File: config.mk
export PLATFORM = sky130hd
export DESIGN_NAME = sau_out
export DESIGN_NICKNAME = d
export VERILOG_FILES = /design/src/design/sau_pkg.sv /design/src/design/sau_out.sv
export SDC_FILE = /design/constraint.sdc
export NUM_CORES = 1
export LEC_CHECK = 0
export ABC_AREA = 0
export BUFFER_PORTS_ARGS = -buffer_cell sky130_fd_sc_hd__buf_2
export CAP_MARGIN = 40
export CORE_UTILIZATION = 40
export CTS_CLUSTER_DIAMETER = 100
export CTS_CLUSTER_SIZE = 12
export DETAILED_ROUTE_END_ITERATION = 6
export MAX_ROUTING_LAYER = met4
export PLACE_DENSITY = 0.74
export SLEW_MARGIN = 15
export SYNTH_ARGS = -nofsm -noshare
export SYNTH_HDL_FRONTEND = slang
export SYNTH_SLANG_ARGS = --single-unit
File: constraint.sdc
create_clock -name clk -period 1.5 [get_ports clk]
set_input_delay 0.225 -clock clk [delete_from_list [all_inputs] [get_ports clk]]
set_output_delay 0.225 -clock clk [all_outputs]
set_load 0.005 [all_outputs]
File: src/design/sau_pkg.sv
`timescale 1ns / 1ps
package sau_pkg;
    typedef enum logic [2:0] {
        K_PUSH  = 3'd0,
        K_SUB   = 3'd1,
        K_DIV   = 3'd2,
        K_MUL   = 3'd3,
        K_MOD   = 3'd4,
        K_PCHAR = 3'd5
    } kind_t;

    localparam logic [2:0] ST_OK       = 3'd0;
    localparam logic [2:0] ST_SHORT    = 3'd1;
    localparam logic [2:0] ST_DIVZERO  = 3'd2;
    localparam logic [2:0] ST_EMPTY    = 3'd3;
    localparam logic [2:0] ST_RANGE    = 3'd4;
    localparam logic [2:0] ST_OVERFLOW = 3'd5;

    localparam logic [31:0] CHAR_LO = 32'd32;
    localparam logic [31:0] CHAR_HI = 32'd126;

    typedef struct packed {
        logic [2:0]  kind;
        logic [31:0] value;
    } cmd_t;

    typedef struct packed {
        logic [2:0]  status;
        logic        char_valid;
        logic [6:0]  char_out;
        logic [31:0] top_value;
        logic [8:0]  stack_depth;
    } res_t;
endpackage

File: src/design/sau_out.sv
`timescale 1ns / 1ps
module sau_out (
    input  logic          clk,
    input  logic          rst_n,
    input  logic          r_valid,
    output logic          r_take,
    input  sau_pkg::res_t r_data,
    output logic          empty,
    input  logic          pop,
    output sau_pkg::res_t o_data
);
    // one-entry result register
    logic          full_reg;
    sau_pkg::res_t data_reg;

    assign r_take = !full_reg || pop;
    assign empty  = !full_reg;
    assign o_data = data_reg;

    always_ff @(posedge clk or negedge rst_n)
    begin
        if (!rst_n)
        begin
            full_reg <= 1'b0;
        end
        else if (r_take)
        begin
            full_reg <= r_valid;
        end
    end

    always_ff @(posedge clk)
    begin
        if (r_take && r_valid)
        begin
            data_reg <= r_data;
        end
    end
endmodule

==> impl_metrics.tcl <==
set metrics [dict create \
    cts.repair.resized 0 \
    critPathTopFamily "flip-flops" \
    synth_nets 113 \
    fin_util_pct 63.1 \
    fmax_ghz 0.852 \
    root_buffer "clkbuf_8" \
    drc_errors 0 \
    grt_start_max_net_pins 30 \
    clkSinkCount 53 \
    via_per_inst 4.37 \
    wl_um 3000 \
    maxSlewHeadroom_pct 89.4 \
    boundaryPins 110 \
    io_buffer_count 109 \
    arrival_ps 1170 \
    hp-class "in -> reg" \
    status "finished clean" \
    yosys.area.top_type "edfxtp_1" \
    seqPwrFrac_pct 60.9 \
    synth_area_um2 1620 \
    synthCells 57 \
    synthSimpleGateAreaFrac_pct 1.78 \
    synth_top_area_share_pct 96.4 \
    final.setup.tns_ps 0 \
    clkLatencyLatePin_ps 290 \
    antenna_cells 0 \
    synth_warnings 0 \
    hold_ws_ps 98.6 \
    synthTopCellsByArea "edfxtp_1 (96%), dfrtp_1 (1.5%), nand2b_4 (0.85%), and2_4 (0.54%), nand2b_1 (0.39%)" \
    grt_pass1_vias 969 \
    dr.pass1.iters 4 \
    cp-start-kind "flop" \
    largest_register_ffs 52 \
    power_switching_w 0.000523 \
    ir_drop_mv 0.722 \
    finalHoldViolations 0 \
    grt-ovfl-total 0 \
    dieWidth_um 65.6 \
    synth_fa_ha_area_share_pct 0 \
    ys_types 6 \
    layout.nets 232 \
    htreeDepth 2 \
    cts_max_path_buffers 2 \
    die_y_um 65.6 \
    rsz0062_at_grt "no" \
    grt.total_usage_pct 14.8 \
    drv_cap 0 \
    antenna_left 0 \
    core_um2 3770 \
    grt_first_pass_wirelength_um 4330 \
    cp_max_fo 29 \
    drv_slew 0 \
    path_class "reg -> reg" \
    hpwl_um 2270 \
    fin_crit_sh_pct 78.2 \
    drive_above_1_share_pct 67.2 \
    row_count 22 \
    vias 983 \
    switching_share_pct 18.3 \
    place_congestion 0.659 \
    crit_chain "nand2b_4 > and2_4 > buf_12" \
    grt_antenna_before_repair 0 \
    wire_per_inst_um 13.3 \
    synth-xor-area-share_pct 0 \
    finClkSkew_ps 5.61 \
    syn_avg_cell_area_um2 28.4 \
    setup_violations 0 \
    synthMuxAreaShare_pct 0 \
    period_needed_ps 1170 \
    die_area_um2 4310 \
    syn_to_final_growth_pct 47.1 \
    synth_compound_area_share_pct 0 \
    first_iter_violations 57 \
    p_int_w 0.00233 \
    start_util_pct 42.9 \
    cts_made_buffers 5 \
    p_clk_share_pct 31.5 \
    p_per_area_nw_per_um2 1200 \
    synth-seq-area-share_pct 98.0 \
    p_leak_nw 1.03 \
    path_clk_slew_ps 90 \
    max_stage_delay_ps 420 \
    worst_slew_pin_slew_ps 158 \
    endpoint_kind "flop" \
    synth_top_family_by_area "simple AND/OR/NAND/NOR gates" \
    combPwrFrac_pct 7.6 \
    cp_num_buf_inv 1 \
    cts_tree "yes" \
    slowest_stage "dfrtp_1" \
    cp.required_ps 1500 \
    ys_seq_elements 53 \
]
==> cells in the mapped netlist <==
library cell  count
nand2b_4          1
edfxtp_1         52
and2_4            1
nand2b_1          1
dfrtp_1           1
inv_1             1
==> stage by stage <==
step | total power [W] | area, um2 | std cells | setup WS, ps
2_1_floorplan | 0.00182 | 1620 | 57 | 188
3_3_place_gp | 0.00198 | 2260 | 216 | 372
3_5_place_dp | 0.00199 | 2260 | 216 | 337
4_1_cts | 0.00289 | 2380 | 225 | 326
5_1_grt | 0.00297 | 2380 | 225 | 300
6_report | 0.00286 | 2380 | 225 | 326
==> metal layers <==
layer	GRT usage, %	part of all wire, %
met5	-	0
met4	6.25	1.5
met3	5.73	8.3
met2	23.9	52
met1	16.2	38
==> layout by cell type, fill, tap and decap left out, drive strengths merged <==
master / count
dlygate4sd3: 1
and2: 1
dfrtp: 1
clkbuf: 6
nand2b: 2
buf: 111
clkinv: 1
bufinv: 1
inv: 1
edfxtp: 52
==> kinds of logic (layout without fill, tap and decap cells) <==
logic type / Yosys count / in the layout
and+or+nand+nor: 3 / 3
DFF: 53 / 53
buffers and inverters: 1 / 121
==> path summary, 6_finish.rpt <==
kind                            start    endpoint  slack, ps  cells after the start
setup / recovery             full_reg   o_data[9]        330                      3
hold / removal             r_data[24]  o_data[24]        100                      1
setup reg to reg             full_reg   o_data[9]        330                      3
hold reg to reg              full_reg    full_reg        570                      2
max in group asynchronous       rst_n    full_reg       1170                      2
min in group asynchronous       rst_n    full_reg        250                      2
==> worst register-to-register path, delay by kind of cell, from the launching register on <==
kind | cells | cell delay, ps
buffers and inverters | 1 | 190
flip-flops | 1 | 420
AND/OR/NAND/NOR | 2 | 260
==> power groups by stage <==
stage / logic (W) / clock network (W) / registers, W
3_5_place_dp: 0.000220 / 0 / 0.00177
2_1_floorplan: 0.0000340 / 0 / 0.00179
5_1_grt: 0.000238 / 0.000984 / 0.00175
6_report: 0.000218 / 0.000898 / 0.00174
4_1_cts: 0.000222 / 0.000929 / 0.00174
3_3_place_gp: 0.000212 / 0 / 0.00177
==> what timing repair did <==
action	CTS	global route
hold buffers	1	0
buffers inserted	0	0
hold endpoints to repair	1	0
==> cell type report <==
class | count | area, um2
Timing Repair Buffer | 112 | 596
Tap cell | 48 | 60.1
Multi-Input combinational cell | 3 | 28.8
Sequential cell | 53 | 1590
Inverter | 1 | 3.75
Clock buffer | 6 | 72.6
Clock inverter | 2 | 33.8
Fill cell | 283 | 1390
No activity file was read; power rests on OpenSTA's default activity.
