--- src/design/sau_pkg.sv ---
`timescale 1ns / 1ps
package sau_pkg;
    typedef enum logic [2:0] {
        K_PUSH  = 3'd0,
        K_SUB   = 3'd1,
        K_DIV   = 3'd2,
        K_MUL   = 3'd3,
        K_MOD   = 3'd4,
        K_PCHAR = 3'd5
    } kind_t;

    localparam logic [2:0] ST_OK       = 3'd0;
    localparam logic [2:0] ST_SHORT    = 3'd1;
    localparam logic [2:0] ST_DIVZERO  = 3'd2;
    localparam logic [2:0] ST_EMPTY    = 3'd3;
    localparam logic [2:0] ST_RANGE    = 3'd4;
    localparam logic [2:0] ST_OVERFLOW = 3'd5;

    localparam logic [31:0] CHAR_LO = 32'd32;
    localparam logic [31:0] CHAR_HI = 32'd126;

    typedef struct packed {
        logic [2:0]  kind;
        logic [31:0] value;
    } cmd_t;

    typedef struct packed {
        logic [2:0]  status;
        logic        char_valid;
        logic [6:0]  char_out;
        logic [31:0] top_value;
        logic [8:0]  stack_depth;
    } res_t;
endpackage

--- src/design/sau_front.sv ---
`timescale 1ns / 1ps
module sau_front (
    input  logic             clk,
    input  logic             rst_n,
    input  logic             push,
    output logic             full,
    input  logic [2:0]       kind,
    input  logic [31:0]      push_value,
    output logic             q_valid,
    input  logic             q_take,
    output sau_pkg::cmd_t    q_cmd
);
    // two-entry queue of commands between the port and the execution part
    sau_pkg::cmd_t buf_reg [2];
    logic [1:0]    cnt_reg;
    logic          rp_reg;
    logic          wp_reg;
    logic          do_push;
    logic          do_pop;

    assign full    = cnt_reg == 2'd2;
    assign q_valid = cnt_reg != 2'd0;
    assign q_cmd   = buf_reg[rp_reg];
    assign do_push = push && !full;
    assign do_pop  = q_take && q_valid;

    always_ff @(posedge clk)
    begin
        if (do_push)
        begin
            buf_reg[wp_reg] <= '{kind: kind, value: push_value};
        end
    end

    always_ff @(posedge clk or negedge rst_n)
    begin
        if (!rst_n)
        begin
            cnt_reg <= 2'd0;
            rp_reg  <= 1'b0;
            wp_reg  <= 1'b0;
        end
        else
        begin
            if (do_push)
            begin
                wp_reg <= !wp_reg;
            end
            if (do_pop)
            begin
                rp_reg <= !rp_reg;
            end
            cnt_reg <= cnt_reg + {1'b0, do_push} - {1'b0, do_pop};
        end
    end
endmodule

--- config.mk ---
export PLATFORM = sky130hd
export DESIGN_NAME = sau_front
export DESIGN_NICKNAME = d
export VERILOG_FILES = /design/src/design/sau_pkg.sv /design/src/design/sau_front.sv
export SDC_FILE = /design/constraint.sdc
export NUM_CORES = 1
export LEC_CHECK = 0
export ABC_AREA = 1
export CORE_MARGIN = 2
export CORE_UTILIZATION = 40
export CTS_CLUSTER_SIZE = 25
export DETAILED_ROUTE_END_ITERATION = 10
export DONT_BUFFER_PORTS = 1
export SETUP_SLACK_MARGIN = 0.3
export SLEW_MARGIN = 20
export SYNTH_ARGS = -nofsm -noshare
export SYNTH_HDL_FRONTEND = slang
export SYNTH_SLANG_ARGS = --single-unit
export TNS_END_PERCENT = 20
--- constraint.sdc ---
create_clock -name clk -period 3 [get_ports clk]
set_input_delay 0.45 -clock clk [delete_from_list [all_inputs] [get_ports clk]]
set_output_delay 0.45 -clock clk [all_outputs]
set_load 0.02 [all_outputs]
==> impl_summary.txt <==
----------------------------------------------------
[CTS]
  Clk Latency, worst-skew pair ... 0.34 ns
  Library cell used as clock root buffer ... clkbuf_8
  Max clock buf depth ... 2
  Post-cts gate resize count ... 0
  Total CTS buffers ... 9
  Deepest level of the CTS H-tree ... 3
  CTS tree ... built
  Number of clock sinks seen by CTS ... 74
  Clock transition at the registers of the reported paths ... 0.08 ns

[Yosys]
  Yosys warnings ... 0
  Cells taking the most area after synthesis ... edfxtp_1 (74%), nand2_1 (14%), dfrtp_1 (3.5%)
  Most frequently used cell type in the post-synthesis netlist ... nand2_1
  Leading cell types by count after synthesis ... nand2_1 (108), edfxtp_1 (70), nand2_2 (10)
  Share of the synthesized area in the top cell type ... 74.04%
  Primary flip-flop cell chosen by synthesis mapping ... edfxtp_1
  Unique masters post-synth ... 12
  Post-synthesis cell count ... 215
  Post-Syn Nets ... 256
  Asr flop ratio synth ... 5.405%
  Count of flip-flops with a built-in enable after synthesis ... 70
  Average size of a mapped cell ... 13.20 um2
  Number of synthesized register bits ... 74
  Cell area after synthesis ... 2839 um2
  Cell accounting for the most synthesized area ... edfxtp_1
  Proportion of synthesized chip area in sequential cells ... 77.57%

[Finish]
  Number of cells in the finished layout apart from fillers ... 325
  Max reg flops ... 70
  Total Nets Final ... 265
  Number of inserted filler cells in the final layout ... 628
  Share of post-route cells with drive strength above 1 ... 13.97%
  Area delta synth->final ... 11.86%
  Area of the multi-input gates ... 519.2 um2
  Antenna diodes ... 0
  Storage cell area ... 2202 um2

[Worst setup path]
  Reg2Reg Launch Point ... cnt_reg[1]$_DFF_PN0_
  Critical Path End Type ... primary output
  Flop2flop setup slack ... 1.13 ns
  Highest net fanout along the worst path ... 21
  Data arrival time at the worst-slack endpoint ... 1.88 ns
  Critical Setup Path Class ... flip-flop to primary output
  Startpoint of the worst setup timing path ... rp_reg$_DFFE_PN0P_
  Worst EP required ... 2.55 ns
  Critical Path Source Type ... flip-flop

[Placed design]
  DP Cell Count ... 308
  Half-perimeter wire length after placement ... 2997 um
  RD Place Congestion ... 0.6664
  Quantity of I/O buffers inserted on ports ... 0

[Routing]
  Routed vias/inst ... 4.542
  Count of vias placed by the detailed router ... 1476
  Wirelength per Cell ... 15.05 um
  Iteration-0 DRC Markers ... 54
  Number of optimization iterations in the first detailed-route pass ... 4
  Drc violations ... 0
  Detail Route Antenna Nets ... 0
  Overall routed net length ... 4890 um

[Timing]
  Count of final hold-check violations ... 0
  Time the final worst path needs with I/O delays and setup ... 2.326 ns
  Skew final ... 0.007134 ns
  RSZ-0062 raised after global routing ... false
  Slew @ Worst Pin ... 0.8386 ns
  Final worst path period share ... 77.53%
  # setup viols final ... 0
  Fmax ... 430.0 MHz
  Max-slew violations ... 0
  Aggregate negative setup slack ... 0 ns
  Worst relative slew slack ... 44.09%

[Power]
  Leakage power summed over all cells ... 1.276 nW
  Worst VDD drop ... 0.0006129 V
  Power density normalized to cell area ... 1095 nW/um2
  Total power after layout ... 3.478 mW

[Floorplan]
  Area inside the core boundary ... 6832 um2
  Initial cell density of the core ... 41.56%
  Die area ... 7787 um2
  DIE WIDTH ... 88.25 um
  Top-level port count ... 76
  Die Y-Extent ... 88.25 um
  Site Rows ... 30

[GRT]
  Global-route wire length before repair ... 7251 um
  Maximum number of pins on one net before global-route repair ... 37
  Initial antenna violation count ... 0
  GRT Util Overall ... 13.13%
  Global route total overflow ... 0
  Vias in the first global route ... 1472

[Hold path]
  Type of the tightest min-delay check ... primary input to flip-flop
  Worst hold path startpoint ... push_value[23]

[Flow run]
  Max-capacitance violation count ... 0

[Run status]
  Run status ... finished, final reports clean

----------------------------------------------------
==> what timing repair did <==
| item | CTS | global route |
|---|---|---|
| setup buffers | 0 | 0 |
| hold buffers | 1 | 0 |
| hold endpoints to repair | 4 | 0 |
==> logic make-up (layout without fill, tap and decap cells) <==
family,Yosys count,after routing,share of synthesized area (%)
and+or+nand+nor,122,122,17.14
DFF,74,74,77.57
adders and majority gates,2,2,0.8813
buffers and inverters,17,31,4.407
==> critical path, cell delays in order (launching register included) <==
cell     delay (ns)
dfrtp_1        0.89
buf_4          0.37
nand2_1        0.08
nand2_1        0.19
==> routing by layer <==
metal  track usage [%]  share of wire, %  vias to the layer above
li1                  -                 -                      729
met1             14.33                39                      665
met2             21.05                48                       72
met3             6.810                11                       10
met4             6.612               2.1                        0
met5                 0                 0                        -
==> power breakdown <==
part	internal [mW]	switching, mW
sequential	1.41	0.109
clock	0.561	0.377
combinational	0.189	0.831
==> per-stage QoR <==
step | setup WS [ns] | util, % | area (um2) | hold WS [ns]
3_5_place_dp | 0.9967 | 42.69 | 2917 | 0.1545
2_1_floorplan | 0.5373 | - | 2839 | 0.1544
6_report | 0.6742 | 46.48 | 3176 | 0.1950
5_1_grt | 0.5252 | 46.48 | 3176 | 0.1717
3_3_place_gp | 1.054 | 42.69 | 2917 | 0.1545
4_1_cts | 0.6178 | 46.48 | 3176 | 0.1762
==> worst paths after layout <==
check,depth (start not counted),to
max in group asynchronous,1,rp_reg$_DFFE_PN0P_
worst max register to register,4,buf_reg[1][32]$_DFFE_PP_
worst min register to register,2,wp_reg$_DFFE_PN0N_
min in group asynchronous,1,wp_reg$_DFFE_PN0N_
worst min-delay path,0,buf_reg[0][23]$_DFFE_PP_
worst max-delay path,3,q_cmd[32]
==> layout make-up <==
cell class	count	area share, %
Tap cell	96	3.782
Inverter	10	1.418
Clock buffer	9	3.901
Clock inverter	7	3.940
Multi-Input combinational cell	124	16.35
Timing Repair Buffer	5	1.261
Sequential cell	74	69.35
==> placed cells by master, fill, tap and decap left out <==
master         synthesis  routed
bufinv_16              0       3
dfrtp_1                4       4
edfxtp_1              70      70
inv_6                  0       2
clkbuf_8               0       9
nand3_1                3       3
dlygate4sd3_1          0       1
inv_1                  9       9
nor2_4                 0       1
inv_8                  1       1
clkinv_4               0       2
nand2_1              108     108
nand2_2               10      10
buf_4                  2       4
ha_1                   2       2
Note: power is estimated with default switching activity, not from simulation.
